==> config.mk <==
export PLATFORM = sky130hd
export DESIGN_NAME = five_channel_servo_pwm_top_flat
export DESIGN_NICKNAME = d
export VERILOG_FILES = /design/src/sv/fcsp_pkg.sv /design/src/sv/fcsp_if.sv /design/src/sv/fcsp_width.sv /design/src/sv/fcsp_core.sv /design/src/sv/five_channel_servo_pwm_top.sv /design/src/flat_wrapper.sv
export SDC_FILE = /design/constraint.sdc
export NUM_CORES = 2
export LEC_CHECK = 0
export BUFFER_PORTS_ARGS = -buffer_cell sky130_fd_sc_hd__buf_4
export CAP_MARGIN = 20
export CORE_UTILIZATION = 30
export CTS_CLUSTER_DIAMETER = 120
export DETAILED_ROUTE_END_ITERATION = 6
export PLACE_DENSITY = 0.55
export SLEW_MARGIN = 20
export SYNTH_ARGS = -nofsm -noshare
export SYNTH_HDL_FRONTEND = slang
export SYNTH_HIERARCHICAL = 1
export SYNTH_SLANG_ARGS = --single-unit
==> constraint.sdc <==
create_clock -name clk -period 5.5 [get_ports clk]
set_clock_uncertainty 0.2 [all_clocks]
set_input_delay 0.55 -clock clk [delete_from_list [all_inputs] [get_ports clk]]
set_output_delay 0.55 -clock clk [all_outputs]
set_load 0.05 [all_outputs]
==> src/sv/fcsp_pkg.sv <==
`default_nettype none
// ----------------------------------------------------------------------------
// fcsp_pkg
// Types, command codes, register indexes and the angle-to-ticks table shared
// by the five-channel servo pulse generator.
// ----------------------------------------------------------------------------
package fcsp_pkg;

  // Number of angle fields carried by one input word
  localparam int ANGLE_INPUTS = 5;

  // Register reset values
  localparam logic [15:0] PERIOD_TICKS_RESET = 16'd62500;
  localparam logic [15:0] PULSE_LIMIT_RESET  = 16'd6755;
  localparam logic [15:0] PULSE_BASE_RESET   = 16'd1750;

  // Configuration register indexes
  localparam logic [1:0] REG_PERIOD_TICKS = 2'd0;
  localparam logic [1:0] REG_PULSE_LIMIT  = 2'd1;
  localparam logic [1:0] REG_PULSE_BASE   = 2'd2;

  // Width saturation value
  localparam logic [15:0] WIDTH_MAX = 16'hFFFF;

  typedef enum logic [2:0] {
    CMD_TICK     = 3'd0,
    CMD_SET_ONE  = 3'd1,
    CMD_SET_ALL  = 3'd2,
    CMD_GET_ONE  = 3'd3,
    CMD_GET_ALL  = 3'd4,
    CMD_FREE_ONE = 3'd5,
    CMD_FREE_ALL = 3'd6,
    CMD_REINIT   = 3'd7
  } cmd_code_t;

  typedef struct packed {
    cmd_code_t   command;
    logic [2:0]  servo_id;
    logic [7:0]  angle_0;
    logic [7:0]  angle_1;
    logic [7:0]  angle_2;
    logic [7:0]  angle_3;
    logic [7:0]  angle_4;
  } fcsp_cmd_t;

  typedef struct packed {
    logic [4:0]  pwm_lines;
    logic        read_valid;
    logic [7:0]  read_pos_a;
    logic [7:0]  read_pos_b;
    logic [7:0]  read_pos_c;
    logic [7:0]  read_pos_d;
    logic [7:0]  read_pos_e;
  } fcsp_res_t;

  typedef struct packed {
    logic [15:0] period_ticks;
    logic [15:0] pulse_limit;
    logic [15:0] pulse_base;
  } fcsp_cfg_t;

  typedef logic [12:0] angle_ticks_t;

  // floor(angle * 27.8) for every 8-bit angle, worked out at elaboration
  function automatic angle_ticks_t [255:0] build_angle_ticks();
    angle_ticks_t [255:0] tab;
    for (int i = 0; i < 256; i++) begin
      tab[i] = 13'((i * 278) / 10);
    end
    return tab;
  endfunction

  localparam angle_ticks_t [255:0] ANGLE_TICKS = build_angle_ticks();

endpackage
`default_nettype wire

==> src/sv/fcsp_if.sv <==
`default_nettype none
// ----------------------------------------------------------------------------
// fcsp_if
// Valid/ready channels for command words and result words.
// ----------------------------------------------------------------------------
interface fcsp_cmd_if
  import fcsp_pkg::*;
();
  logic      valid;
  logic      ready;
  fcsp_cmd_t data;

  modport source (output valid, output data, input ready);
  modport sink   (input valid, input data, output ready);
endinterface

interface fcsp_res_if
  import fcsp_pkg::*;
();
  logic      valid;
  logic      ready;
  fcsp_res_t data;

  modport source (output valid, output data, input ready);
  modport sink   (input valid, input data, output ready);
endinterface
`default_nettype wire

==> src/sv/fcsp_width.sv <==
`default_nettype none
// ----------------------------------------------------------------------------
// fcsp_width
// Pulse width for one angle: base + floor(angle * 27.8), saturating at 65535.
// ----------------------------------------------------------------------------
module fcsp_width
  import fcsp_pkg::*;
(
  input  logic [7:0]  angle,
  input  logic [15:0] base,
  output logic [15:0] width
);

  logic [16:0] sum;

  // table lookup plus one 17-bit add
  assign sum   = {1'b0, base} + 17'(ANGLE_TICKS[angle]);
  assign width = sum[16] ? WIDTH_MAX : sum[15:0];

endmodule
`default_nettype wire

==> src/sv/fcsp_core.sv <==
`default_nettype none
// ----------------------------------------------------------------------------
// fcsp_core
// Servo state (counter, angles, widths, enables, line levels) and the
// update for one command word; also forms the result word.
// ----------------------------------------------------------------------------
module fcsp_core
  import fcsp_pkg::*;
#(
  parameter int SERVO_COUNT = 5
) (
  input  logic      clk,
  input  logic      rst,
  input  logic      go,
  input  fcsp_cmd_t item,
  input  fcsp_cfg_t cfg,
  output fcsp_res_t result
);

  logic [15:0]            period_count, period_count_next;
  logic [15:0]            pulse_width      [SERVO_COUNT];
  logic [15:0]            pulse_width_next [SERVO_COUNT];
  logic [7:0]             angle_store      [SERVO_COUNT];
  logic [7:0]             angle_store_next [SERVO_COUNT];
  logic [SERVO_COUNT-1:0] enable_bits, enable_bits_next;
  logic [SERVO_COUNT-1:0] line_levels, line_levels_next;

  logic [7:0]  angle_in  [ANGLE_INPUTS];
  logic [7:0]  unit_angle [SERVO_COUNT];
  logic [15:0] unit_width [SERVO_COUNT];
  logic [7:0]  read_all  [ANGLE_INPUTS];
  logic [7:0]  read_one;
  logic [7:0]  lines_ext;
  logic        id_ok;
  logic        restart;

  assign angle_in[0] = item.angle_0;
  assign angle_in[1] = item.angle_1;
  assign angle_in[2] = item.angle_2;
  assign angle_in[3] = item.angle_3;
  assign angle_in[4] = item.angle_4;

  assign id_ok   = item.servo_id < 3'(SERVO_COUNT);
  assign restart = period_count >= cfg.period_ticks;

  // one width unit per servo; unit 0 also serves set one (angle_0)
  for (genvar n = 0; n < SERVO_COUNT; n++) begin : g_unit
    if (n < ANGLE_INPUTS) begin : g_in
      assign unit_angle[n] = angle_in[n];
    end else begin : g_zero
      assign unit_angle[n] = '0;
    end
    fcsp_width u_width (
      .angle (unit_angle[n]),
      .base  (cfg.pulse_base),
      .width (unit_width[n])
    );
  end

  // next state for the current word
  always_comb begin
    period_count_next = period_count;
    enable_bits_next  = enable_bits;
    line_levels_next  = line_levels;
    for (int n = 0; n < SERVO_COUNT; n++) begin
      pulse_width_next[n] = pulse_width[n];
      angle_store_next[n] = angle_store[n];
    end
    unique case (item.command)
      CMD_TICK: begin
        if (restart) begin
          period_count_next = '0;
          line_levels_next  = enable_bits;
        end else begin
          if (period_count >= cfg.pulse_limit) begin
            line_levels_next = '0;
          end else begin
            for (int n = 0; n < SERVO_COUNT; n++) begin
              if (period_count >= pulse_width[n]) begin
                line_levels_next[n] = 1'b0;
              end
            end
          end
          period_count_next = period_count + 16'd1;
        end
      end
      CMD_SET_ONE: begin
        for (int n = 0; n < SERVO_COUNT; n++) begin
          if (id_ok && item.servo_id == 3'(n)) begin
            angle_store_next[n] = item.angle_0;
            pulse_width_next[n] = unit_width[0];
            enable_bits_next[n] = 1'b1;
          end
        end
      end
      CMD_SET_ALL: begin
        for (int n = 0; n < SERVO_COUNT; n++) begin
          angle_store_next[n] = unit_angle[n];
          pulse_width_next[n] = unit_width[n];
        end
        enable_bits_next = '1;
      end
      CMD_FREE_ONE: begin
        for (int n = 0; n < SERVO_COUNT; n++) begin
          if (id_ok && item.servo_id == 3'(n)) begin
            enable_bits_next[n] = 1'b0;
          end
        end
      end
      CMD_FREE_ALL: begin
        enable_bits_next = '0;
      end
      CMD_REINIT: begin
        for (int n = 0; n < SERVO_COUNT; n++) begin
          pulse_width_next[n] = cfg.pulse_base;
          angle_store_next[n] = '0;
        end
        enable_bits_next  = '0;
        line_levels_next  = '0;
        period_count_next = '0;
      end
      CMD_GET_ONE, CMD_GET_ALL: begin
      end
      default: begin
      end
    endcase
  end

  // state registers
  always_ff @(posedge clk) begin
    if (rst) begin
      period_count <= '0;
      enable_bits  <= '0;
      line_levels  <= '0;
      for (int n = 0; n < SERVO_COUNT; n++) begin
        pulse_width[n] <= PULSE_BASE_RESET;
        angle_store[n] <= '0;
      end
    end else if (go) begin
      period_count <= period_count_next;
      enable_bits  <= enable_bits_next;
      line_levels  <= line_levels_next;
      for (int n = 0; n < SERVO_COUNT; n++) begin
        pulse_width[n] <= pulse_width_next[n];
        angle_store[n] <= angle_store_next[n];
      end
    end
  end

  // position reads
  for (genvar n = 0; n < ANGLE_INPUTS; n++) begin : g_read
    if (n < SERVO_COUNT) begin : g_have
      assign read_all[n] = angle_store[n];
    end else begin : g_none
      assign read_all[n] = '0;
    end
  end

  always_comb begin
    read_one = '0;
    for (int n = 0; n < SERVO_COUNT; n++) begin
      if (item.servo_id == 3'(n)) begin
        read_one = angle_store[n];
      end
    end
  end

  // result word
  assign lines_ext = 8'(line_levels_next);

  always_comb begin
    result           = '0;
    result.pwm_lines = lines_ext[4:0];
    if (item.command == CMD_GET_ONE && id_ok) begin
      result.read_valid = 1'b1;
      result.read_pos_a = read_one;
    end else if (item.command == CMD_GET_ALL) begin
      result.read_valid = 1'b1;
      result.read_pos_a = read_all[0];
      result.read_pos_b = read_all[1];
      result.read_pos_c = read_all[2];
      result.read_pos_d = read_all[3];
      result.read_pos_e = read_all[4];
    end
  end

  // reinit clears counter and lines
  a_reinit: assert property (@(posedge clk) disable iff (rst)
    !rst && go && item.command == CMD_REINIT |=> period_count == '0 && line_levels == '0)
    else $error("reinit did not clear counter and lines");

  // period restart loads the enable bits onto the lines
  a_restart: assert property (@(posedge clk) disable iff (rst)
    !rst && go && item.command == CMD_TICK && restart |=> line_levels == $past(enable_bits))
    else $error("period restart lines differ from enables");

  // lines only rise at a period restart
  a_no_rise: assert property (@(posedge clk) disable iff (rst)
    !rst && !(go && item.command == CMD_TICK && restart)
    |=> (line_levels & ~$past(line_levels)) == '0)
    else $error("line rose outside period restart");

  // counter moves only on tick or reinit
  a_count_hold: assert property (@(posedge clk) disable iff (rst)
    !rst && !(go && (item.command == CMD_TICK || item.command == CMD_REINIT))
    |=> $stable(period_count))
    else $error("period counter moved without tick");

endmodule
`default_nettype wire

==> src/sv/five_channel_servo_pwm_top.sv <==
`default_nettype none
// ----------------------------------------------------------------------------
// five_channel_servo_pwm_top
// Five-channel servo pulse generator with configuration registers.
// ----------------------------------------------------------------------------
// Each command word (a time tick or a servo command) yields one result word
// carrying the line levels after it and, for position reads, the angles.
// A word passes an input register, then the update logic, which writes the
// servo state and the output register together; a new word can be taken
// every cycle while the output register is not stalled. The output register
// holds a result until it is taken while the next word waits in the input
// register. Configuration writes must only happen while no word is in flight.
module five_channel_servo_pwm_top
  import fcsp_pkg::*;
#(
  parameter int SERVO_COUNT = 5
) (
  input  logic        clk,
  input  logic        rst,
  fcsp_cmd_if.sink    cmd,
  fcsp_res_if.source  res,
  input  logic        cfg_we,
  input  logic [1:0]  cfg_index,
  input  logic [15:0] cfg_data
);

  fcsp_cfg_t cfg;
  fcsp_cmd_t item;
  logic      item_valid;
  fcsp_res_t result;
  fcsp_res_t res_word;
  logic      res_valid;
  logic      go;

  // configuration registers
  always_ff @(posedge clk) begin
    if (rst) begin
      cfg.period_ticks <= PERIOD_TICKS_RESET;
      cfg.pulse_limit  <= PULSE_LIMIT_RESET;
      cfg.pulse_base   <= PULSE_BASE_RESET;
    end else if (cfg_we) begin
      unique case (cfg_index)
        REG_PERIOD_TICKS: cfg.period_ticks <= cfg_data;
        REG_PULSE_LIMIT:  cfg.pulse_limit  <= cfg_data;
        REG_PULSE_BASE:   cfg.pulse_base   <= cfg_data;
        default: begin
        end
      endcase
    end
  end

  // handshake: process when the output register is free or being drained
  assign go        = item_valid && (!res_valid || res.ready);
  assign cmd.ready = !item_valid || go;

  // input register
  always_ff @(posedge clk) begin
    if (rst) begin
      item_valid <= 1'b0;
    end else if (cmd.ready) begin
      item_valid <= cmd.valid;
    end
  end

  always_ff @(posedge clk) begin
    if (cmd.ready && cmd.valid) begin
      item <= cmd.data;
    end
  end

  fcsp_core #(
    .SERVO_COUNT (SERVO_COUNT)
  ) u_core (
    .clk    (clk),
    .rst    (rst),
    .go     (go),
    .item   (item),
    .cfg    (cfg),
    .result (result)
  );

  // output register
  always_ff @(posedge clk) begin
    if (rst) begin
      res_valid <= 1'b0;
    end else if (go) begin
      res_valid <= 1'b1;
    end else if (res.ready) begin
      res_valid <= 1'b0;
    end
  end

  always_ff @(posedge clk) begin
    if (go) begin
      res_word <= result;
    end
  end

  assign res.valid = res_valid;
  assign res.data  = res_word;

endmodule
`default_nettype wire
==> src/flat_wrapper.sv <==
// flat-port wrapper written by rule: the top's interface ports become plain ports
module five_channel_servo_pwm_top_flat import fcsp_pkg::*;
#(
  parameter int SERVO_COUNT = 5
)
  (clk, rst, cfg_we, cfg_index, cfg_data, cmd_valid, cmd_data, cmd_ready, res_valid, res_data, res_ready);
  fcsp_cmd_if cmd_i ();
  fcsp_res_if res_i ();
  input  logic clk;
  input  logic rst;
  input  logic cfg_we;
  input  logic [1:0] cfg_index;
  input  logic [15:0] cfg_data;
  input wire logic [$bits(cmd_i.valid)-1:0] cmd_valid;
  input wire logic [$bits(cmd_i.data)-1:0] cmd_data;
  output wire logic [$bits(cmd_i.ready)-1:0] cmd_ready;
  output wire logic [$bits(res_i.valid)-1:0] res_valid;
  output wire logic [$bits(res_i.data)-1:0] res_data;
  input wire logic [$bits(res_i.ready)-1:0] res_ready;
  assign cmd_i.valid = cmd_valid;
  assign cmd_i.data = cmd_data;
  assign cmd_ready = cmd_i.ready;
  assign res_valid = res_i.valid;
  assign res_data = res_i.data;
  assign res_i.ready = res_ready;
  five_channel_servo_pwm_top #(.SERVO_COUNT(SERVO_COUNT)) u_core (.clk(clk), .rst(rst), .cmd(cmd_i), .res(res_i), .cfg_we(cfg_we), .cfg_index(cfg_index), .cfg_data(cfg_data));
endmodule
Word level (Yosys, flattened, before mapping)
Memories as Yosys holds them, arrays and structs flattened. A register that Yosys moved wholly into a read port is not among the register bits.
Index checks and enable logic that the tools add are counted.
{"block": "word_totals", "regBits": 168, "ramBits": 120, "mem_bits_ro": 16640, "in_bits": 69, "wordCells": 187, "memories": 7}
{"block": "op_classes", "n_addsub": 6, "order_cmp": 13, "n_eq_ne": 23, "n_mux": 72, "n_bitwise": 11, "reduce_logical": 29}
{"memory": "(no name shown)", "words": 256, "word_bits": 13, "rd": 1, "rd_clocked_by_memory_dff": 1, "write_ports": 0, "line_no": "fcsp_width.sv:17", "source": "assign sum = {1'b0, base} + 17'(ANGLE_TICKS[angle]);"}
{"memory": "(no name shown)", "words": 256, "word_bits": 13, "rd": 1, "rd_clocked_by_memory_dff": 1, "write_ports": 0, "line_no": "fcsp_width.sv:17"}
{"memory": "(no name shown)", "words": 256, "word_bits": 13, "rd": 1, "rd_clocked_by_memory_dff": 1, "write_ports": 0, "line_no": "fcsp_width.sv:17"}
{"memory": "(no name shown)", "words": 256, "word_bits": 13, "rd": 1, "rd_clocked_by_memory_dff": 1, "write_ports": 0, "line_no": "fcsp_width.sv:17"}
{"memory": "(no name shown)", "words": 256, "word_bits": 13, "rd": 1, "rd_clocked_by_memory_dff": 1, "write_ports": 0, "line_no": "fcsp_width.sv:17"}
{"memory": "u_core.u_core.pulse_width", "words": 5, "word_bits": 16, "rd": 5, "rd_clocked_by_memory_dff": 0, "write_ports": 5, "line_no": "fcsp_core.sv:21", "source": "logic [15:0] pulse_width [SERVO_COUNT];"}
{"memory": "1 more memories"}
{"operator": "16-bit two-way mux", "count": 16}
{"operator": "80-bit one-hot mux with 3 select lines", "count": 1}
{"operator": "8-bit two-way mux", "count": 21}
{"operator": "40-bit one-hot mux with 3 select lines", "count": 1}
{"operator": "16-bit >= comparator", "count": 7}
{"operator": "16-bit by 13-bit adder with 17-bit output", "count": 5}
{"operator": "13-bit two-way mux", "count": 5}
{"operator": "8-bit by 9-bit less-than comparator with 1-bit output, second input constant", "count": 5}
{"operator": "41-bit two-way mux", "count": 1}
{"operator": "16-bit one-hot mux with 2 select lines", "count": 1}
{"operator": "1-bit two-way mux", "count": 22}
{"operator": "2-bit inequality test, second input constant", "count": 10}
{"operator": "5-bit one-hot mux with 4 select lines", "count": 1}
{"operator": "4-bit AND reduction", "count": 5}
{"operator": "16-bit by 1-bit adder with 16-bit output, second input constant", "count": 1}
{"operator": "3-bit equality test, second input constant", "count": 5}
{"operator": "3-bit by 2-bit equality test with 1-bit output, second input constant", "count": 4}
{"operator": "5-bit two-way mux", "count": 2}
{"operator": "1-bit bitwise OR", "count": 10}
{"operator": "5-bit one-hot mux with 2 select lines", "count": 1}
{"operator": "1-bit logical AND", "count": 8}
{"operator": "2-bit AND reduction", "count": 4}
{"operator": "3-bit by 1-bit equality test with 1-bit output, second input constant", "count": 2}
{"operator": "3-bit logical NOT", "count": 2}
{"operator": "10 further kinds", "count": 14}

Depth between registers and ports, before layout
{"block": "depth", "word_depth": 7, "mapped_depth": 23, "ltp_nobuf": 20}

Cells and area by module
Netlist, hierarchy kept.
{"mod": "fcsp_width (u_core.u_core.g_unit[1].u_width ...)", "n_inst": 4, "cells_per_inst": 554, "area_per_inst_um2": 3535.9, "seq_area_each_um2": 0.0}
{"mod": "fcsp_core", "n_inst": 1, "cells_per_inst": 1036, "area_per_inst_um2": 9645.5, "seq_area_each_um2": 4124.0}
{"mod": "five_channel_servo_pwm_top", "n_inst": 1, "cells_per_inst": 296, "area_per_inst_um2": 4819.6, "seq_area_each_um2": 3763.6}
{"mod": "fcsp_width (u_core.u_core.g_unit[0].u_width)", "n_inst": 1, "cells_per_inst": 562, "area_per_inst_um2": 3545.9, "seq_area_each_um2": 0.0}

Worst setup path after synthesis
OpenSTA, ideal clock, no wires.
{"block": "synth_timing", "kind": "reg2reg", "startpoint": "register, netlist name u_core/item[32]", "endpoint": "memory u_core.u_core.pulse_width[1][14], in the netlist u_core/u_core/pulse_width[0][30], data pin", "setup_ns": 0.273, "arrival_ns": 4.640, "required_ns": 5.027, "setup_slack_ns": 0.387, "path_stages_with_launch": 22, "n_path_buf": 2, "synth_period_minus_slack_ns": 5.113, "cell_sequence": "edfxtp_1 > clkbuf_1 > inv_1 > ha_1 > clkbuf_1 > nand2b_1 > a21oi_2 > a221o_1 > mux2_2 > mux2_2 > mux2i_1 > ha_1 > inv_1 > fa_1 > nor2b_4 > o31a_1 > o311a_4 > o31a_1 > o21ai_2 > mux2_1 > a21boi_0 > a21oi_1"}
{"item": "end, declared", "line_no": "fcsp_core.sv:21"}

==> results.json <==
{
  "synth.distinct_cells": 107,
  "drt_pass1_iterations": 7,
  "die-area_um2": 108000,
  "final_max_slew_viol_count": 0,
  "fin_crit_ns": 5.27,
  "grt_max_degree": 77,
  "initial_core_util_pct": 30.4,
  "avgSynthCellArea_um2": 7.82,
  "regArea_um2": 7890,
  "synth_edf_count": 212,
  "insertion_delay_ns": 0.58,
  "power_frac_clock_pct": 31.7,
  "final_nets": 4480,
  "p_leak_nw": 14.4,
  "ios": 117,
  "arrival_ns": 5.34,
  "die_width_um": 329,
  "htree_levels": 2,
  "violations": "DRC",
  "fin_tns_setup_ns": 0,
  "cts_buffers": 39,
  "finalHoldViolCount": 0,
  "grt-ovfl-total": 0,
  "worstSetupStartpointType": "flop",
  "drive_gt1_share_pct": 11.5,
  "m1WireLength_mm": 52.5,
  "port_buffers": 116,
  "crit_chain": "inv_1, ha_1, and2b_1, a21oi_2, a221o_1, mux2_2, mux2_2, mux2i_1, ha_1, inv_1, fa_1, nor2b_4, o31a_1, o311a_4, o31a_1, o21ai_2, mux2_1, a21boi_0, buf_4, a21oi_1",
  "synth-seq-area-share_pct": 24.5,
  "synth.cell_area_um2": 32200,
  "drt_wl_total_mm": 114,
  "clock_path_buffers": 3,
  "crit_type": "flop to flop",
  "irDropWorstVdd_uv": 185,
  "sw_frac_of_total_pct": 36.7,
  "hold_class": "primary input to flop",
  "worst_pin_slew_ns": 1.05,
  "netlist_instances": 4110,
  "avgRoutedWirePerCell_um": 20.5,
  "wl_met3_mm": 7.51,
  "antenna_found_initial": 1,
  "cp_data_required_time_ns": 5.57,
  "p_per_area_nw_per_um2": 218,
  "dr_wl_met2_mm": 52.0,
  "preCtsSetupSlack_ns": 0.275,
  "antenna_left": 0,
  "slowest_stage": "fa_1",
  "core-area_um2": 106000,
  "hpwlAfterDp_mm": 83.2,
  "internal-power_mw": 4.97,
  "ys_warn_count": 6,
  "via_count": 31979,
  "endpoint_kind": "flop",
  "grt_pass1_vias": 29037,
  "clkSinkCount": 288,
  "rows": 119,
  "drc_errors": 15,
  "synthTopCellsByArea": "edfxtp_1, ha_1, a21oi_1",
  "area_growth_pct": 12.2,
  "synth-main-ff-cell": "edfxtp_1",
  "max_stage_delay_ns": 0.43,
  "gp_congestion": 0.927,
  "async_reset_ff_share_pct": 0,
  "synth-seq-cells": 288,
  "nFillCells": 11140,
  "path_max_fanout": 6,
  "setup_slack_ns": 0.234,
  "drt_iter0_markers": 3455,
  "fmax_mhz": 190,
  "track_usage_pct": 20.2,
  "cts-root-buf": "clkbuf_16",
  "holdWs_ns": 0.0626,
  "finalSetupViolCount": 0,
  "die_y_um": 329,
  "dr.max_layer_used": "met5",
  "drv_cap": 0,
  "combPwrFrac_pct": 35.5,
  "multi_input_comb_area_um2": 21700,
  "rsz0062_at_grt": "false",
  "maxSlewHeadroom_pct": 29.6,
  "synth_nets": 4429,
  "period_share_pct": 95.7,
  "viasPerCell": 5.73,
  "synth_top_cell_area_share_pct": 19.8,
  "cts_tree": "yes",
  "n_antenna_cell": 0,
  "grt_pass1_wl_mm": 175,
  "status": "complete, but fails checks",
  "synth_top_area_cell": "edfxtp_1",
  "seq_power_share_pct": 32.8,
  "clk_pin_slew_ns": 0.06,
  "switchingPower_mw": 2.88
}
synthesized netlist by cell type, drive strengths merged (65+ instances only):
cell      n
a21oi   432
nand2   413
o21ai   354
nor2    312
ha      245
buf     224
edfxtp  212
inv     187
nand2b  160
nor3    105
clkbuf  104
mux2i    99
a211oi   91
dfxtp    76
a21o     72
nor2b    65
path summary, 6_finish.rpt:
path,startpoint,to,slack [ns],cells after the start
hold reg to reg,u_core/item_valid,u_core/res.valid,0.26,2
hold / removal,cfg_data[15],u_core/cfg[47],0.06,3
setup / recovery,u_core/item[33],u_core/u_core/pulse_width[0][30],0.23,20
setup reg to reg,u_core/item[33],u_core/u_core/pulse_width[0][30],0.23,20
worst max-delay path: cells and delay by family, from the launching register on:
| family | cells | cell delay (ns) |
|---|---|---|
| AND/OR/NAND/NOR | 2 | 0.42 |
| flip-flops | 1 | 0.40 |
| multiplexers | 4 | 1.16 |
| adder cells (fa/ha/maj) | 3 | 1.00 |
| buffers and inverters | 3 | 0.36 |
| AO/OA/AOI/OAI | 8 | 1.44 |
per-layer routing:
| metal | GRT usage (%) | vias to the layer above |
|---|---|---|
| met4 | 4.73 | 2 |
| met1 | 28.8 | 15279 |
| met2 | 32.3 | 1249 |
| met3 | 2.42 | 154 |
| li1 | - | 15295 |
| met5 | 0 | - |
registers in the layout (all words and copies together), names as in the netlist:
name	flops
u_core/cfg	48
u_core/item	46
u_core/item_valid	1
u_core/res.data	46
u_core/res.valid	1
u_core/u_core/angle_store	40
u_core/u_core/enable_bits	5
u_core/u_core/line_levels	5
u_core/u_core/period_count	16
u_core/u_core/pulse_width	80
cell usage in the layout (no fill, tap or decap), types with 26 or more instances in the layout:
cell type	n
a211oi_1	91
a21o_1	72
a21oi_1	426
a311oi_1	46
a31oi_1	64
and2_1	50
and3_1	43
buf_4	279
clkbuf_16	40
dfxtp_1	76
dlygate4sd3_1	47
edfxtp_1	212
ha_1	244
inv_1	179
mux2i_1	99
nand2_1	409
nand2b_1	151
nand3_1	59
nand4_1	31
nor2_1	303
nor2b_1	60
nor3_1	97
o211ai_1	43
o21a_1	37
o21ai_0	317
o21ai_1	26
o221ai_1	37
o22ai_1	55
o31ai_1	26
xnor2_1	27
xor2_1	34
layout make-up:
cell class | instances | area share (%)
well taps | 1391 | 4.82
clock inverters | 21 | 0.506
flip-flops and latches | 288 | 21.9
clock buffers | 51 | 2.94
inverters | 193 | 2.04
multi-input cells | 3301 | 60.0
repair buffers | 338 | 7.78
per-stage QoR:
stage | std cells | total power, mW | util (%) | area (um2)
finish | 5583 | 7.85 | 34.1 | 36100
global route | 5583 | 8.25 | 34.1 | 36100
CTS | 5578 | 7.87 | 34.1 | 36000
detailed placement | 5459 | 5.31 | 32.4 | 34300
global placement | 5459 | 5.32 | 32.4 | 34300
floorplan | 4110 | 4.55 | - | 32200
power by group through the flow:
| stage | Combinational, mW | Clock [mW] | Sequential, mW |
|---|---|---|---|
| after floorplan | 1.92 | 0 | 2.62 |
| after CTS | 2.74 | 2.56 | 2.58 |
| after global routing | 3.04 | 2.62 | 2.58 |
| after global placement | 2.70 | 0 | 2.62 |
| final | 2.79 | 2.49 | 2.57 |
| after detailed placement | 2.69 | 0 | 2.62 |
cell families after synthesis:
kind of cell             Yosys count  share of synthesized area, %
adder cells (fa/ha/maj)          251                          9.88
AO/OA/AOI/OAI                   1488                          29.7
AND/OR/NAND/NOR                 1375                          21.6
XOR/XNOR                          61                          1.66
flip-flops                       288                          24.5
multiplexers                     126                          4.41
buffers and inverters            521                          8.27
timing repair:
action / 4_1_cts / 5_1_grt
endpoints found under the hold margin: 47 / 0
setup endpoints to repair: 0 / 50
buffers inserted: 0 / 5
hold buffers: 47 / 0
resized for setup: 0 / 3
(Power assumes the default switching activity.)
